<file path="src/rtl/ssram_ram.sv">
module ssram_ram #(
    parameter int WIDTH = 8,
    parameter int DEPTH = 256,
    localparam int AW = $clog2(DEPTH)
) (
    input  logic             i_clk,
    input  logic             i_wr_en,
    input  logic [AW-1:0]    i_wr_addr,
    input  logic [WIDTH-1:0] i_wr_data,
    input  logic             i_rd_en,
    input  logic [AW-1:0]    i_rd_addr,
    output logic [WIDTH-1:0] o_rd_data
);

    logic [WIDTH-1:0] r_mem [DEPTH];
    logic [WIDTH-1:0] r_rd_data;

    always_ff @(posedge i_clk) begin
        if (i_wr_en) begin
            r_mem[i_wr_addr] <= i_wr_data;
        end
        if (i_rd_en) begin
            r_rd_data <= r_mem[i_rd_addr];
        end
    end

    assign o_rd_data = r_rd_data;

endmodule

</file>
<file path="config.mk">
export PLATFORM = sky130hd
export DESIGN_NAME = ssram_ram
export DESIGN_NICKNAME = d
export VERILOG_FILES = /design/src/rtl/ssram_ram.sv
export SDC_FILE = /design/constraint.sdc
export NUM_CORES = 2
export LEC_CHECK = 0
export BUFFER_PORTS_ARGS = -buffer_cell sky130_fd_sc_hd__buf_2
export CAP_MARGIN = 25
export CELL_PAD_IN_SITES_DETAIL_PLACEMENT = 1
export CELL_PAD_IN_SITES_GLOBAL_PLACEMENT = 1
export CORE_MARGIN = 4
export CORE_UTILIZATION = 30
export DETAILED_ROUTE_END_ITERATION = 10
export GPL_ROUTABILITY_DRIVEN = 0
export PLACE_DENSITY = 0.47
export SYNTH_ARGS = -nofsm -noshare
export SYNTH_HDL_FRONTEND = slang
export SYNTH_SLANG_ARGS = --single-unit
</file>
<file path="constraint.sdc">
create_clock -name i_clk -period 2.8 [get_ports i_clk]
set_clock_uncertainty 0.15 [all_clocks]
set_input_delay 0.28 -clock i_clk [delete_from_list [all_inputs] [get_ports i_clk]]
set_output_delay 0.28 -clock i_clk [all_outputs]
set_load 0.01 [all_outputs]
</file>
After elaboration in Yosys (flattened, before gate mapping)
Memory sizes are Yosys's and may differ from the RTL's. A register that Yosys moved wholly into a read port is not among the register bits.
Cells that the tools add are included.

word-level totals
  logic and storage cells = 3
  bits in writable memories = 2048
  output and inout port bits = 8
  memories = 1
  input bits = 27
  flip-flop bits (word level) = 0

memories
  memory  words  bits a word  rd ports  clocked after Yosys merged registers in  wr ports  line  source
  r_mem   256    8            1         1                                        1         15    logic [WIDTH-1:0] r_mem [DEPTH];

operators by class
  multiplexer cells = 2

operators with widths
  cell    number
  $mux 1  2

Depth between registers and ports, before layout
  depth after elaboration = 2
  depth in mapped cells = 11
  gate-level depth less buffers = 6

Worst setup path before layout
Ideal clock, no wire load.

  kind = input to register
  from = input port i_rd_addr[0]
  to = register r_rd_data[2], in the netlist o_rd_data[2], read port of r_mem (data pin)
  stages = 9
  data required time = 2.381 ns
  buffers on the path = 4
  slack = 0.294 ns
  arrival time = 2.087 ns
  setup time = 0.269 ns
  cell sequence = buf_6 -> buf_12 -> buf_8 -> buf_2 -> mux4_2 -> a22oi_1 -> a21oi_1 -> nor4_1 -> nor4_2

RTL lines
  element             line  source
  start: declaration  11    input logic [AW-1:0] i_rd_addr,
  end: declaration    16    logic [WIDTH-1:0] r_rd_data;

==> reports/qor.yml <==
stdcell_area_mm2: 0.0968
drcViolationCount: 0
cts_tree: "done"
final_cells: 8183
place_inst: 7762
hold_class: "primary input to register"
io_pins: 35
clock_sink_count: 2056
pwr-share-seq_pct: 50.8
wirelength_um: 240000
dr.pass1.iters: 5
die_area_mm2: 0.274
yosys_warnings: 0
dpl_cell_area_mm2: 0.0894
antenna_found_initial: 20
synth_edf_count: 2056
layout-drive-gt1-share_pct: 33.2
crit_fanout: 1
p_clk_share_pct: 43.5
crit_family: "multiplexers"
yosysSeqAreaShare_pct: 77.5
synth_area_mm2: 0.0796
avgViaCountPerCell: 4.99
clkLatencyLatePin_ns: 0.85
initial_core_util_pct: 30.3
ant_nets: 0
max-cap-violations: 0
avgSynthCellArea_um2: 21.3
cts.clk_slew.worst_paths_ns: 0.06
grt_pass1_wl_um: 338000
reg2reg_slack_ns: 0.06
io_buffers: 34
coreArea_mm2: 0.263
power.density_mw_per_mm2: 691
async_reset_ff_share_pct: 0
cp-start-kind: "register"
max_freq_mhz: 365
path_buf_inv: 1
end_kind: "register"
maxSlewViolCount: 0
clock_path_buffers: 3
vias: 40866
status: "finished, final reports clean"
p_total_mw: 66.9
swShare_pct: 21.5
slew_headroom_pct: 35.5
overflow: 0
period_needed_ns: 2.74
wl_per_cell_um: 29.3
cts.htree.levels: 4
p_int_mw: 52.5
ys_types: 54
grt_start_max_net_pins: 86
post-route-period-util_pct: 97.8
drtIter0Drc: 3569
post_cts.repair.setup_buffers: 0
nets: 4507
fp.dieW_um: 523
p_leak_nw: 31.0
crit_chain: "mux4_2 > mux4_2 > nor2b_1 > nor4_1 > buf_4 > nor4_1"
critPathRequiredTime_ns: 3.21
cts_root_buffer: "clkbuf_16"
cts_buffers: 216
synth_seq_cells: 2056
power_frac_comb_pct: 5.7
cp.arrival_ns: 3.15
path_class: "register to register"
syn_inst: 3733
grt_usage_pct: 17.4
irDropWorstVdd_mv: 0.635
setup_viol: 0
area_delta_synth_final_pct: 21.6
max_stage_delay_ns: 0.49
dieHeight_um: 523
rsz0062_at_grt: "no"
slowest_stage: "mux4_2"
synth_ff_type: "edfxtp_1"
hold_viol: 0
hpwlAfterDp_um: 159000
rows: 188
worstMarginPinSlew_ns: 0.959
grt_pass1_vias: 43464
synth_nets: 3760
fin_util_pct: 36.8
p_sw_mw: 14.4
-- path summary, 6_finish.rpt --
kind                      from       endpoint  cells after the start
hold reg to reg   r_mem[32][5]   o_rd_data[5]                      7
hold / removal         i_wr_en  r_mem[137][5]                      3
setup / recovery  r_mem[81][4]   o_rd_data[4]                      6
setup reg to reg  r_mem[81][4]   o_rd_data[4]                      6
-- registers in the layout (all words and copies together) (netlist names) --
name       count
r_mem       2048
o_rd_data      8
-- per-stage QoR --
step,setup WS (ns),hold WS [ns],setup TNS (ns)
detailed placement,-1.04,0.554,-6.69
CTS,0.00243,0.0359,0
floorplan,0.294,0.229,0
global placement,-1.36,0.548,-8.62
finish,0.0607,0.114,0
global route,0.0116,0.0664,0
-- cells in the mapped netlist, types with 22 or more instances --
cell | instances | area, um2
nor3_1 | 22 | 110
nand2_1 | 33 | 124
nor4_1 | 24 | 150
nor2b_1 | 31 | 194
o221ai_1 | 46 | 403
clkbuf_1 | 111 | 417
buf_2 | 31 | 155
mux2i_1 | 134 | 1340
a21oi_1 | 96 | 480
nand3_1 | 34 | 170
o22ai_1 | 28 | 175
mux4_2 | 454 | 10200
a22oi_1 | 133 | 998
buf_4 | 27 | 203
edfxtp_1 | 2056 | 61700
buf_1 | 22 | 82.6
nor2_1 | 282 | 1060
-- cells by family (layout without fill, tap and decap cells) --
| family | count (synthesis) | count (layout) | synth area share [%] |
|---|---|---|---|
| DFF | 2056 | 2056 | 77.5 |
| AOI/OAI and AO/OA | 385 | 385 | 3.42 |
| muxes | 591 | 591 | 14.6 |
| and+or+nand+nor | 466 | 466 | 2.63 |
| other | 0 | 9 | 0 |
| buffers and inverters | 235 | 1161 | 1.83 |
-- worst register-to-register path, stage by stage (launching register included) --
cell	delay, ns
edfxtp_1	0.37
mux4_2	0.49
mux4_2	0.49
nor2b_1	0.19
nor4_1	0.46
buf_4	0.24
nor4_1	0.06
-- cell usage in the layout (no fill, tap or decap), types with 4 or more instances in the layout --
master	Yosys	routed
buf_12	8	89
buf_2	31	23
mux2i_1	134	134
nand4_1	10	10
clkbuf_1	111	40
nor2_1	282	279
nor3_1	22	18
dlygate4sd3_1	0	15
clkbuf_16	0	222
nor2b_1	31	28
a21oi_1	96	96
or2_2	4	4
mux4_2	454	454
and2_1	6	5
a221oi_1	13	12
nand2_1	33	33
nand3_2	0	9
clkinv_2	0	44
inv_6	0	5
nand2b_1	8	8
a22o_1	8	7
o221ai_1	46	46
o22ai_1	28	28
a211oi_1	16	14
edfxtp_1	2056	2056
bufinv_16	0	29
nor4_1	24	20
o211ai_1	10	10
o22a_1	5	5
nor4_2	3	6
diode_2	0	9
nand3_1	34	25
o21ai_0	10	10
a22oi_1	133	133
clkinv_1	1	52
buf_8	13	10
o32ai_1	4	4
buf_4	27	623
-- what timing repair did --
item	in CTS	in global routing
pin swaps	0	3
hold endpoints to repair	1340	0
hold buffers	15	0
endpoints found under the setup margin	5	5
resized for setup	6	8
gates cloned	0	0
-- power by group through the flow --
| stage | Combinational, mW | Sequential (mW) | Clock [mW] |
|---|---|---|---|
| after floorplan | 1.65 | 34.6 | 0 |
| after global placement | 3.80 | 34.7 | 0 |
| after detailed placement | 3.84 | 34.7 | 0 |
| after CTS | 3.87 | 34.0 | 29.8 |
| after global routing | 4.03 | 34.0 | 31.1 |
| final | 3.79 | 34.0 | 29.1 |
-- area by class of cell --
type	instances	area, um2
flip-flops and latches	2056	61700
repair buffers	762	6900
well taps	3515	4400
clock buffers	262	5710
multi-input cells	1442	16600
fillers	25528	166000
inverters	2	7.51
diodes	9	22.5
clock inverters	135	1410
-- routing by layer --
metal,global-route usage [%],share of wire [%]
met4,5.31,2.9
met5,0,0.0054
met2,27.9,48
met3,3.35,5.4
met1,24.1,44
No activity file was read; power rests on OpenSTA's default activity.
