==> src/rtl/ssram_pkg.sv <==
package ssram_pkg;

    localparam logic [7:0] CMD_READ   = 8'h03;
    localparam logic [7:0] CMD_WRITE  = 8'h02;
    localparam logic [7:0] CMD_RDMODE = 8'h05;
    localparam logic [7:0] CMD_WRMODE = 8'h01;

    localparam logic [1:0] MODE_SEQUENTIAL = 2'd1;

    // what the answer byte of one word is made of
    typedef enum logic [1:0] {
        REPLY_ZERO,
        REPLY_MEM,
        REPLY_MODE
    } t_reply;

    typedef struct packed {
        logic   wr_en;
        logic   rd_en;
        t_reply reply;
    } t_step;

endpackage

==> src/rtl/ssram_ctrl.sv <==
module ssram_ctrl #(
    parameter int ADDR_BITS = 17
) (
    input  logic                 i_clk,
    input  logic                 i_rst_n,
    input  logic                 i_accept,
    input  logic                 i_frame_start,
    input  logic [7:0]           i_byte,
    output ssram_pkg::t_step     o_step,
    output logic [ADDR_BITS-1:0] o_addr,
    output logic [1:0]           o_mode
);

    typedef enum logic [2:0] {
        PH_IDLE,
        PH_ADDR_HI,
        PH_ADDR_MID,
        PH_ADDR_LO,
        PH_DATA,
        PH_MODE_LOAD,
        PH_MODE_SHOW,
        PH_SKIP
    } t_phase;

    typedef enum logic [1:0] {
        KIND_NONE,
        KIND_READ,
        KIND_WRITE
    } t_kind;

    t_phase                r_phase, n_phase;
    t_kind                 r_kind, n_kind;
    logic [ADDR_BITS-1:0]  r_addr, n_addr;
    logic [1:0]            r_mode, n_mode;
    logic [ADDR_BITS+7:0]  w_shift;
    ssram_pkg::t_step      w_step;

    // address byte shifted in; bits above the memory size fall off
    assign w_shift = {r_addr, i_byte};

    always_comb begin
        n_phase = r_phase;
        n_kind  = r_kind;
        n_addr  = r_addr;
        n_mode  = r_mode;
        w_step  = '{wr_en: 1'b0, rd_en: 1'b0, reply: ssram_pkg::REPLY_ZERO};
        if (i_accept) begin
            if (i_frame_start) begin
                n_kind = KIND_NONE;
                unique case (i_byte)
                    ssram_pkg::CMD_READ: begin
                        n_kind  = KIND_READ;
                        n_phase = PH_ADDR_HI;
                    end
                    ssram_pkg::CMD_WRITE: begin
                        n_kind  = KIND_WRITE;
                        n_phase = PH_ADDR_HI;
                    end
                    ssram_pkg::CMD_RDMODE: n_phase = PH_MODE_SHOW;
                    ssram_pkg::CMD_WRMODE: n_phase = PH_MODE_LOAD;
                    default:               n_phase = PH_SKIP;
                endcase
            end else begin
                unique case (r_phase)
                    PH_ADDR_HI: begin
                        n_addr  = w_shift[ADDR_BITS-1:0];
                        n_phase = PH_ADDR_MID;
                    end
                    PH_ADDR_MID: begin
                        n_addr  = w_shift[ADDR_BITS-1:0];
                        n_phase = PH_ADDR_LO;
                    end
                    PH_ADDR_LO: begin
                        n_addr  = w_shift[ADDR_BITS-1:0];
                        n_phase = PH_DATA;
                    end
                    PH_DATA: begin
                        if (r_kind == KIND_READ) begin
                            w_step.rd_en = 1'b1;
                            w_step.reply = ssram_pkg::REPLY_MEM;
                        end else if (r_kind == KIND_WRITE) begin
                            w_step.wr_en = 1'b1;
                        end
                        n_addr = r_addr + 1'b1;
                    end
                    PH_MODE_LOAD: begin
                        n_mode  = i_byte[7:6];
                        n_phase = PH_SKIP;
                    end
                    PH_MODE_SHOW: w_step.reply = ssram_pkg::REPLY_MODE;
                    PH_IDLE, PH_SKIP: ;
                endcase
            end
        end
    end

    always_ff @(posedge i_clk) begin
        if (!i_rst_n) begin
            r_phase <= PH_IDLE;
            r_kind  <= KIND_NONE;
            r_addr  <= '0;
            r_mode  <= ssram_pkg::MODE_SEQUENTIAL;
        end else begin
            r_phase <= n_phase;
            r_kind  <= n_kind;
            r_addr  <= n_addr;
            r_mode  <= n_mode;
        end
    end

    assign o_step = w_step;
    assign o_addr = r_addr;
    assign o_mode = r_mode;

endmodule

==> config.mk <==
export PLATFORM = sky130hd
export DESIGN_NAME = ssram_ctrl
export DESIGN_NICKNAME = d
export VERILOG_FILES = /design/src/rtl/ssram_pkg.sv /design/src/rtl/ssram_ctrl.sv
export SDC_FILE = /design/constraint.sdc
export NUM_CORES = 1
export LEC_CHECK = 0
export BUFFER_PORTS_ARGS = -buffer_cell sky130_fd_sc_hd__buf_2
export CORE_MARGIN = 2
export CORE_UTILIZATION = 35
export DETAILED_ROUTE_END_ITERATION = 12
export HOLD_SLACK_MARGIN = 0.12
export PLACE_DENSITY = 0.56
export REMOVE_ABC_BUFFERS = 1
export SYNTH_ARGS = -nofsm -noshare
export SYNTH_HDL_FRONTEND = slang
export SYNTH_SLANG_ARGS = --single-unit
==> constraint.sdc <==
create_clock -name i_clk -period 4.43 [get_ports i_clk]
set_input_delay 0.886 -clock i_clk [delete_from_list [all_inputs] [get_ports i_clk]]
set_output_delay 0.886 -clock i_clk [all_outputs]
set_load 0.01 [all_outputs]
### After elaboration in Yosys (flattened, before gate mapping)

Cells that the tools add are included.

| storage, ports and cells | value |
|---|---|
| output and inout bits | 23 |
| word-level logic and storage cells | 38 |
| flip-flop bits (word level) | 24 |

| operators by class | value |
|---|---|
| reductions and logical operators | 8 |
| bitwise gates (word level) | 1 |
| equal/unequal tests | 12 |
| multiplexer cells | 12 |
| $add $sub $neg | 1 |

Operators by type and width:

| kind | count |
|---|---|
| case mux 17 bit (2 select lines) | 1 |
| adder 17 x 1 -> 17 bit, second input constant | 1 |
| equality test 8 x 2 -> 1 bit, second input constant | 2 |
| case mux 3 bit (4 select lines) | 1 |
| equality test 3 bit, second input constant | 3 |
| case mux 3 bit (3 select lines) | 1 |
| equality test 8 x 1 -> 1 bit, second input constant | 1 |
| equality test 8 x 3 -> 1 bit, second input constant | 1 |
| 2-to-1 mux 4 bit | 2 |
| case mux 2 bit (2 select lines) | 2 |
| equality test 3 x 2 -> 1 bit, second input constant | 2 |
| 2-to-1 mux 3 bit | 2 |
| AND reduction 3 bit | 2 |
| nonzero test 5 bit | 1 |
| AND reduction 2 bit | 2 |
| equality test 3 x 1 -> 1 bit, second input constant | 1 |
| OR reduction 3 bit | 1 |
| equality test 2 x 1 -> 1 bit, second input constant | 1 |
| equality test 2 bit, second input constant | 1 |
| 2-to-1 mux 1 bit | 2 |
| 2-to-1 mux 2 bit | 1 |
| nonzero test 2 bit | 1 |
| OR reduction 2 bit | 1 |
| NOT 1 bit | 1 |

### Depth between registers and ports, before layout

Gate-level depths: netlist (run 1).

| logic depth | value |
|---|---|
| word-level depth | 6 |
| gate-level depth with buffers | 7 |

### Least setup slack after synthesis (run 1)

OpenSTA, ideal clock, no wires.

| path | value |
|---|---|
| kind | input-to-output |
| start point | in i_frame_start |
| end point | out o_step[2] (netlist name) |
| data required time | 3.544 ns |
| path buffers | 3 |
| stages on the path | 6 |
| arrival | 2.105 ns |
| setup slack | 1.439 ns |
| path through | buf_2 nand2b_1 buf_2 nand2b_1 nor3b_1 buf_4 |

RTL lines:

| item | RTL line | text |
|---|---|---|
| start, declared | ssram_ctrl.sv:7 | `input logic i_frame_start,` |
| end, declared | ssram_ctrl.sv:9 | `output ssram_pkg::t_step o_step,` |

==> impl_results.rst, run 1 <==
.. list-table::
   :header-rows: 1

   * - Metric
     - Value
   * - Number of max-capacitance violations reported
     - 0
   * - Number of H-tree levels
     - 1
   * - Number of placement rows
     - 24
   * - Setup CP Type
     - input port to output port
   * - Antenna violations before repair
     - 0
   * - Initial Utilization
     - 35.6%
   * - Clock latency of the later-clocked register in the worst-skew pair
     - 270 ps
   * - Share of synthesized flip-flops with an asynchronous set or reset
     - 0%
   * - Starting DRC count in detailed routing
     - 109
   * - Core Util, Final
     - 40.9%
   * - Overall track demand over capacity in global routing
     - 16.7%
   * - Clk sink count
     - 24
   * - Top library cells by usage in the layout, fill and taps aside
     - buf_2 (34), dfxtp_1 (24), nand2_1 (20)
   * - Total routed wirelength
     - 4090 microns
   * - Number of filler cells placed in the layout
     - 460
   * - Count of pins on the block boundary
     - 35
   * - Overall Power
     - 0.463 mW
   * - Hpwl dp
     - 2900 microns
   * - Synth Area per Inst
     - 7.64 sq um
   * - Maximum vdd ir drop
     - 0.000101 V
   * - RSZ-0062 raised after global routing
     - false
   * - Layout Area Growth over Synthesis
     - 14.7%
   * - Leakage power summed over all cells
     - 0.623 nW
   * - Via density
     - 5.71
   * - Number of global-route vias before repair
     - 1423
   * - Flop2flop setup slack
     - 2310 ps
   * - FMAX
     - 0.344 GHz
   * - Logic depth of the worst register-to-register path
     - 5
   * - Post-CTS setup repair buffer count
     - 0
   * - Maximum number of buffers from clock root to sink
     - 2
   * - Fraction of layout instances using a drive strength above 1
     - 20.1%
   * - Count of nets after finishing
     - 238
   * - Proportion of synthesized chip area in sequential cells
     - 31.4%
   * - Placeable core region
     - 4290 sq um
   * - Most common cell after layout, fill and taps aside
     - buf_2
   * - Cells on Worst Hold Path
     - 2
   * - Status
     - finished, final reports clean
   * - Die boundary width
     - 70.1 microns
   * - Remaining design rule violation count
     - 0
   * - Hold-fix buffer count after cts
     - 0
   * - Beginning of the worst hold path
     - r_kind[1]
   * - DR vias
     - 1575
   * - Clock tree from TritonCTS
     - done
   * - Maximum number of pins on one net before global-route repair
     - 30
   * - Final hold violations
     - 0
   * - Flip-flop and latch count after synthesis
     - 24
   * - Antenna diode count
     - 0
   * - Tightest slew margin relative to the limit
     - 41.8%
   * - Endpoint of the worst hold-timing path
     - r_kind[1]
   * - End of the worst register-to-register path
     - o_addr[10]
   * - Worst Path Max Fanout
     - 9
   * - Number of enable flip-flop cells after synthesis
     - 0
   * - Global-route wire length before repair
     - 6800 microns
   * - Final worst path period need
     - 2910 ps
   * - Final cell count without fillers
     - 276
   * - Critical path data required time
     - 3540 ps
   * - Number of unique standard cell types used by synthesis
     - 49
   * - Worst-margin pin slew
     - 873 ps
   * - Netlist area before placement
     - 1530 sq um
   * - Syn Inst Count
     - 200
   * - Pre-Repair DR Iteration Count
     - 6
   * - Arrival time at the worst endpoint
     - 2020 ps
   * - Type of the most critical hold path
     - flip-flop to flip-flop
   * - Buffers on Ports
     - 34
   * - Final Wtd Congestion
     - 0.755
   * - Number of cells after detailed placement
     - 272
   * - Antenna viol nets, final
     - 0
   * - Power per Cell Area
     - 264 nW/um^2
   * - Startpoint class of the critical path
     - input port
   * - Synth Flop Type
     - dfxtp_1
   * - Die Span Y
     - 70.1 microns
   * - Portion of the clock cycle consumed by the worst path in the final layout
     - 65.7%
   * - Setup_tns
     - 0 ps
   * - Number of buffers created by CTS
     - 3
   * - Routed WL per cell
     - 14.8 microns
   * - Crit end category
     - output port
   * - Gates resized, CTS repair
     - 0
   * - Count of endpoints failing setup in the final report
     - 0
   * - Ys Warns
     - 0
   * - Die outline area
     - 4910 sq um
   * - CTS clock-pin slew for the worst setup and hold paths
     - 100 ps
   * - Grt total ovfl
     - 0
   * - Worst clock skew
     - 6.51 ps
   * - Worst reg2reg startpoint
     - o_addr[0]
   * - Clk root buf
     - clkbuf_8
   * - Max-slew violation count
     - 0
cell families (layout without fill, tap and decap cells):
family                     Yosys count  after routing  share of synthesized area, %
muxes                                3              3                          1.96
AOI/OAI and AO/OA                   56             56                          23.7
xor gates and xnor gates             1              1                         0.573
buffers and inverters               21             45                          6.22
adders and majority gates            1              1                         0.818
and+or+nand+nor                     94             94                          35.4
DFF                                 24             24                          31.4
cells in the mapped netlist, types with 2 or more instances:
library cell	instances	area, sq um
nor3b_1	6	45.0
and2_1	5	31.3
nand3_1	10	50.1
a22o_1	2	17.5
a31oi_1	3	18.8
nand2_1	20	75.1
or4_1	3	22.5
o21ai_0	14	70.1
buf_2	7	35.0
inv_1	6	22.5
clkbuf_1	6	22.5
dfxtp_1	24	480
or3_1	4	25.0
a41oi_1	2	17.5
nor2_1	12	45.0
buf_4	2	15.0
o21a_1	2	15.0
a211oi_1	2	15.0
o22ai_1	3	18.8
nand4_1	3	18.8
nor3_1	10	50.1
a32o_1	2	20.0
a21oi_1	15	75.1
nand2b_1	4	25.0
nor4_1	6	37.5
mux2i_1	3	30.0
o32ai_1	2	17.5
stage by stage:
step | cell area (sq um) | worst slack, ps | hold WS [ps]
after floorplan | 1460 | 1470 | 440
after global placement | 1700 | 1540 | 460
after detailed placement | 1700 | 1530 | 461
after CTS | 1750 | 1510 | 490
after global routing | 1750 | 1350 | 526
final | 1750 | 1520 | 482
area by class of cell:
type	instances	area, sq um	share of cell area, %
inverter	6	22.5	1.28
clock buffer	4	55.1	3.14
multi-input combinational	155	953	54.4
timing repair buffer	35	178	10.1
tap	52	65.1	3.71
sequential	24	480	27.4
routing by layer:
| layer | part of all wire [%] | global-route usage (%) | wire (microns) |
|---|---|---|---|
| met1 | 51 | 23.4 | 2070 |
| met2 | 45 | 27.1 | 1830 |
| met3 | 3.5 | 2.31 | 142 |
| met4 | 1.2 | 4.49 | 51 |
| met5 | 0 | 0 | 0 |
worst max-delay path by stage:
stage                   from         to  slack [ps]  depth (start not counted)
3_5_place_dp   i_frame_start  o_step[2]        1530                          5
5_1_grt        i_frame_start  o_step[2]        1350                          5
3_3_place_gp   i_frame_start  o_step[2]        1540                          5
6_report       i_frame_start  o_step[0]        1520                          5
4_1_cts        i_frame_start  o_step[2]        1510                          5
2_1_floorplan     r_phase[2]  o_step[0]        1470                          3
worst max-delay path, cell delays in order:
cell and delay, ps:
buf_2 140, nand2b_1 310, nand2b_1 270, nor3b_1 250
buf_2 170
report_power, final:
part | total, mW | switching, mW | internal [mW] | leakage, nW
clock | 0.158 | 0.0781 | 0.0796 | 0.0288
sequential | 0.238 | 0.0152 | 0.223 | 0.195
combinational | 0.0678 | 0.0410 | 0.0268 | 0.399
state kept, by name, indices dropped and copies added (netlist names):
register  count
r_kind        2
o_mode        2
r_phase       3
o_addr       17
No activity file was read; power rests on OpenSTA's default activity.
==> run 2: changes to the inputs <==
PLACE_DENSITY = 0.58   (was 0.56)
clock period = 2.58 ns   (was 4.43 ns; I/O delays follow)
==> run 2 against run 1 <==
Clock skew fell by 4.1 ps. Highest routed layer unchanged. Critical endpoint is now o_step[2]. Count of clock-buffer cells in the layout did not move. Non-clock buffer count rose by 4.
==> impl_results.rst, run 2 (synthesis results as in run 1) <==
.. list-table::
   :header-rows: 1

   * - Metric
     - Value
   * - Number of buffer and inverter instances along the worst setup path
     - 2 (unchanged)
   * - DR vias
     - 1622 (+3.0%)
   * - Die boundary width
     - 70.1 microns (unchanged)
   * - CTS clock-pin slew for the worst setup and hold paths
     - 90 ps (about the same)
   * - Setup CP Type
     - input port to output port
   * - Slowest stage delay, CP
     - 330 ps (+20 ps)
   * - Cell-by-cell trace of the critical path
     - buf_2, nand2b_1, nand2b_1, nor3b_1, buf_2
   * - Routed WL per cell
     - 15.2 microns (+2.7%)
   * - Die outline area
     - 4910 sq um (unchanged)
   * - Setup Slack @ Placement
     - 303 ps (-1230 ps)
   * - Beginning of the worst hold path
     - r_kind[1]
   * - Overall track demand over capacity in global routing
     - 18.0% (+1.3 points)
   * - Arrival time at the worst endpoint
     - 1750 ps (-270 ps)
   * - Leakage power summed over all cells
     - 0.641 nW (+3.0%)
   * - Global-route wire length before repair
     - 7260 microns (+6.8%)
   * - Flop2flop setup slack
     - 570 ps (-1740 ps)
   * - Number of filler cells placed in the layout
     - 453 (-1.5%)
   * - Hold-fix buffer count after cts
     - 0 (unchanged)
   * - Portion of the clock cycle consumed by the worst path in the final layout
     - 87.8%
   * - Starting DRC count in detailed routing
     - 117 (+7.3%)
   * - Final hold violations
     - 0 (unchanged)
   * - Tightest slew margin relative to the limit
     - 63.7% (+22 points)
   * - Launching element of the worst setup path
     - i_frame_start
   * - Crit end category
     - output port
   * - Number of placement rows
     - 24 (unchanged)
   * - Maximum number of pins on one net before global-route repair
     - 19 (-37%)
   * - Number of buffers created by CTS
     - 3 (unchanged)
   * - Count of endpoints failing setup in the final report
     - 0 (unchanged)
   * - Type of the most critical hold path
     - flip-flop to flip-flop
   * - Worst path top cell family by delay
     - simple AND/OR/NAND/NOR gates
   * - Worst Path Max Fanout
     - 9 (unchanged)
   * - Critical path data required time
     - 2060 ps (-1480 ps)
   * - Total routed wirelength
     - 4260 microns (+4.2%)
   * - Gates resized, CTS repair
     - 0 (unchanged)
   * - Startpoint class of the critical path
     - input port
   * - Antenna diode count
     - 0 (unchanged)
   * - Number of global-route vias before repair
     - 1492 (+4.8%)
   * - Setup_tns
     - 0 ps (unchanged)
   * - Via density
     - 5.79 (+1.5%)
   * - Grt total ovfl
     - 0 (unchanged)
   * - Worst clock skew
     - 2.44 ps (-4.07 ps)
   * - FMAX
     - 0.442 GHz
   * - Antenna viol nets, final
     - 0 (unchanged)
   * - Final worst path period need
     - 2260 ps
   * - Hpwl dp
     - 3120 microns (+7.5%)
   * - Top library cells by usage in the layout, fill and taps aside
     - buf_2 (34), dfxtp_1 (24), nand2_1 (20)
   * - RSZ-0062 raised after global routing
     - false
   * - Max-slew violation count
     - 0 (unchanged)
   * - Clock latency of the later-clocked register in the worst-skew pair
     - 270 ps (about the same)
   * - Count of pins on the block boundary
     - 35 (unchanged)
   * - Worst path setup slack after routing
     - 316 ps (-1210 ps)
   * - Status
     - finished, final reports clean
   * - Clock tree from TritonCTS
     - done
   * - Antenna violations before repair
     - 0 (unchanged)
   * - Number of H-tree levels
     - 1 (unchanged)
   * - Die Span Y
     - 70.1 microns (unchanged)
   * - Power per Cell Area
     - 446 nW/um^2 (+69%)
   * - Most common cell after layout, fill and taps aside
     - buf_2
   * - Remaining design rule violation count
     - 0 (unchanged)
   * - Cell at the slowest stage of the critical path
     - nand2b_1
   * - Count of nets after finishing
     - 242 (+1.7%)
   * - Post-CTS setup repair buffer count
     - 0 (unchanged)
   * - Clk sink count
     - 24 (unchanged)
   * - Maximum number of buffers from clock root to sink
     - 2 (unchanged)
   * - Layout Area Growth over Synthesis
     - 16.7%
   * - Fraction of layout instances using a drive strength above 1
     - 21.5% (+1.4 points)
   * - Buffers on Ports
     - 34 (unchanged)
   * - Final standard cell area without fillers
     - 1780 sq um (+1.7%)
   * - Pre-Repair DR Iteration Count
     - 4 (-2)
   * - Number of max-capacitance violations reported
     - 0 (unchanged)
   * - Worst-margin pin slew
     - 544 ps (-329 ps)
   * - Clk root buf
     - clkbuf_8
   * - Placeable core region
     - 4290 sq um (unchanged)
   * - Maximum vdd ir drop
     - 0.000224 V (+120%)
   * - Final Wtd Congestion
     - 0.796 (+5.4%)
   * - Worst reg2reg startpoint
     - r_phase[2]
   * - Initial Utilization
     - 35.6% (unchanged)
   * - Placed instance area
     - 1730 sq um (+1.8%)
   * - Max reg flops
     - 17 (unchanged)
==> run 2: cell types whose count changed in the layout (fill, tap and decap cells not counted), sizes merged <==
cell / before / now
buf: 35 / 39
==> run 2: layout make-up <==
| cell class | count | area, sq um | area share (%) |
|---|---|---|---|
| multi-input cells | 155 | 953 | 53.4 |
| inverters | 6 | 22.5 | 1.26 |
| well taps | 52 | 65.1 | 3.65 |
| repair buffers | 39 | 208 | 11.6 |
| flip-flops and latches | 24 | 480 | 26.9 |
| clock buffers | 4 | 55.1 | 3.09 |
==> run 2: metal layers <==
layer	GRT usage [%]	part of all wire, %	up-vias
met1	26.6	49	775
met4	3.85	0.70	0
met2	28.4	46	40
met3	1.88	4.1	4
li1	-	-	803
met5	0	0	-
==> run 2: final timing paths <==
| kind | end | cells past startpoint |
|---|---|---|
| worst max-delay path | o_step[2] | 5 |
| worst min-delay path | r_kind[1] | 2 |
| worst max register to register | o_addr[8] | 5 |
| worst min register to register | r_kind[1] | 2 |
==> run 2: tightest hold or removal path, stage by stage, from the launching register on <==
cell,delay (ps)
dfxtp_1,330
nand2_1,60
a21oi_1,50
==> run 2: through the flow <==
stage	hold WS, ps	std cells	power, mW	util [%]
final	476	280	0.796	41.6
after global routing	504	280	0.840	41.6
after CTS	482	280	0.810	41.6
after detailed placement	467	276	0.540	40.3
after global placement	455	276	0.539	40.3
after floorplan	440	185	0.485	-
==> run 2: power by group <==
group / total [mW] / internal [mW] / switching [mW] / leakage [nW]
clock: 0.266 / 0.136 / 0.129 / 0.0288
combinational: 0.123 / 0.0494 / 0.0735 / 0.418
sequential: 0.408 / 0.383 / 0.0255 / 0.195
==> run 3: changes to the inputs <==
clock period = 1.9 ns   (was 2.58 ns; I/O delays follow)
==> run 3 against run 2 <==
Flip-flop and latch count stayed put. Clock power is 18% higher. Final cell count is 8.2% higher. Clock skew is 2.7 ps higher. Sequential power is 33% higher. Non-clock buffer count is 24 higher. Routed wire length is 4.8% higher. Worst setup slack worse by 210 ps. Critical path type is now flip-flop to output port. Highest routed layer unchanged.
==> impl_results.rst, run 3 (synthesis results as in run 1) <==
.. list-table::
   :header-rows: 1

   * - Metric
     - Value
   * - DR vias
     - 1682 (+3.7%)
   * - Number of buffers created by CTS
     - 3 (unchanged)
   * - Most common cell after layout, fill and taps aside
     - buf_2
   * - Maximum number of pins on one net before global-route repair
     - 18 (-1)
   * - Antenna viol nets, final
     - 0 (unchanged)
   * - Beginning of the worst hold path
     - i_byte[6]
   * - Portion of the clock cycle consumed by the worst path in the final layout
     - 94.4%
   * - Startpoint class of the critical path
     - flip-flop
   * - Crit end category
     - output port
   * - Worst reg2reg startpoint
     - o_addr[0]
   * - Maximum vdd ir drop
     - 0.000418 V (+86%)
   * - FMAX
     - 0.558 GHz
   * - Number of placement rows
     - 24 (unchanged)
   * - Worst-margin pin slew
     - 522 ps (-22.4 ps)
   * - Clock latency of the later-clocked register in the worst-skew pair
     - 270 ps (about the same)
   * - Max reg flops
     - 17 (unchanged)
   * - Hpwl dp
     - 3360 microns (+7.8%)
   * - Total routed wirelength
     - 4470 microns (+4.8%)
   * - Die boundary width
     - 70.1 microns (unchanged)
   * - Clock tree from TritonCTS
     - done
   * - Tightest slew margin relative to the limit
     - 64.9% (+1.2 points)
   * - Number of global-route vias before repair
     - 1590 (+6.6%)
   * - Pre-Repair DR Iteration Count
     - 5 (+1)
   * - Arrival time at the worst endpoint
     - 1410 ps (-340 ps)
   * - Buffers on Ports
     - 34 (unchanged)
   * - Grt total ovfl
     - 0 (unchanged)
   * - Number of H-tree levels
     - 1 (unchanged)
   * - Layout Area Growth over Synthesis
     - 28.7%
   * - Worst Path Max Fanout
     - 7 (-2)
   * - Setup Slack @ Placement
     - 12.6 ps (-291 ps)
   * - Global-route wire length before repair
     - 7560 microns (+4.1%)
   * - Count of endpoints failing setup in the final report
     - 0 (unchanged)
   * - Overall track demand over capacity in global routing
     - 18.8% (+0.81 points)
   * - Hold-fix buffer count after cts
     - 0 (unchanged)
   * - Overall Power
     - 1.07 mW (+35%)
   * - Final hold violations
     - 0 (unchanged)
   * - Number of cells after detailed placement
     - 300 (+8.7%)
   * - Number of max-capacitance violations reported
     - 0 (unchanged)
   * - Antenna diode count
     - 0 (unchanged)
   * - Count of nets after finishing
     - 266 (+9.9%)
   * - Max-slew violation count
     - 0 (unchanged)
   * - Critical path data required time
     - 1520 ps (-540 ps)
   * - Worst path setup slack after routing
     - 106 ps (-209 ps)
   * - Fraction of layout instances using a drive strength above 1
     - 29.9% (+8.4 points)
   * - Via density
     - 5.55 (-4.2%)
   * - Type of the most critical hold path
     - input port to flip-flop
   * - Die outline area
     - 4910 sq um (unchanged)
   * - Antenna violations before repair
     - 0 (unchanged)
   * - CTS clock-pin slew for the worst setup and hold paths
     - 80 ps (about the same)
   * - Routed WL per cell
     - 14.7 microns (-3.1%)
   * - Initial Utilization
     - 35.6% (unchanged)
   * - Top library cells by usage in the layout, fill and taps aside
     - buf_2 (34), buf_4 (29), dfxtp_1 (23)
   * - Final Wtd Congestion
     - 0.845 (+6.2%)
   * - Setup_tns
     - 0 ps (unchanged)
   * - Final cell count without fillers
     - 303 (+8.2%)
   * - Placeable core region
     - 4290 sq um (unchanged)
   * - Final worst path period need
     - 1790 ps
   * - Remaining design rule violation count
     - 0 (unchanged)
   * - Die Span Y
     - 70.1 microns (unchanged)
   * - Maximum number of buffers from clock root to sink
     - 2 (unchanged)
   * - Power per Cell Area
     - 546 nW/um^2 (+22%)
   * - Clk sink count
     - 24 (unchanged)
   * - Clk root buf
     - clkbuf_8
   * - Post-CTS setup repair buffer count
     - 0 (unchanged)
   * - Starting DRC count in detailed routing
     - 143 (+22%)
   * - Worst clock skew
     - 5.15 ps (+2.72 ps)
   * - Launching element of the worst setup path
     - r_phase[2]
   * - Status
     - finished, final reports clean
   * - Count of pins on the block boundary
     - 35 (unchanged)
   * - Leakage power summed over all cells
     - 0.758 nW (+18%)
   * - Setup CP Type
     - flip-flop to output port
## run 3: cell count changes in the layout (fill, tap and decap cells not counted)
| cell | before | now |
|---|---|---|
| buf_4 | 5 | 29 |
| clkbuf_8 | 4 | 3 |
| dfxtp_1 | 24 | 23 |
| dfxtp_2 | 0 | 1 |
| nor3b_1 | 6 | 4 |
| nor3b_2 | 0 | 1 |
| nor3b_4 | 0 | 1 |
## run 3: final timing paths
| kind | depth (start not counted) | to | slack, ps |
|---|---|---|---|
| max | 4 | o_step[0] | 110 |
| min | 3 | o_mode[0] | 370 |
| max reg2reg | 4 | o_addr[15] | 160 |
| min reg2reg | 2 | o_mode[0] | 470 |
## run 3: what timing repair did
item,in CTS,in global routing
setup endpoints to repair,3,2
endpoints found under the hold margin,0,0
pin swaps,0,0
resized for setup,2,2
## run 3: metal layers
metal  vias up  GRT usage (%)  share of wire, %
met5         -              0                 0
met4         0           3.63              0.60
met3         4           3.61               6.0
met2        54           30.7                46
met1       774           26.1                47
li1        850              -                 -
## run 3: where the power goes
group	internal, mW	switching [mW]
clock network	0.142	0.170
logic	0.0973	0.123
registers	0.520	0.0211
## run 3: worst max-delay path: stages, from the launching register on
cell	delay, ps
dfxtp_2	390
nor3b_4	210
nand2b_1	170
nor3b_2	220
buf_2	150
## run 3: area by class of cell
class                   count  area (sq um)
multi-input cells         155           970
flip-flops and latches     24           482
clock buffers               3          41.3
fillers                   436          2330
repair buffers             63           388
well taps                  52          65.1
inverters                   6          22.5
## run 3: metrics by stage
stage / cell area (sq um) / util [%] / hold WS [ps]
after CTS: 1960 / 45.6 / 361
after global routing: 1970 / 45.8 / 371
final: 1970 / 45.8 / 366
after global placement: 1910 / 44.5 / 459
after floorplan: 1460 / - / 440
after detailed placement: 1910 / 44.5 / 457
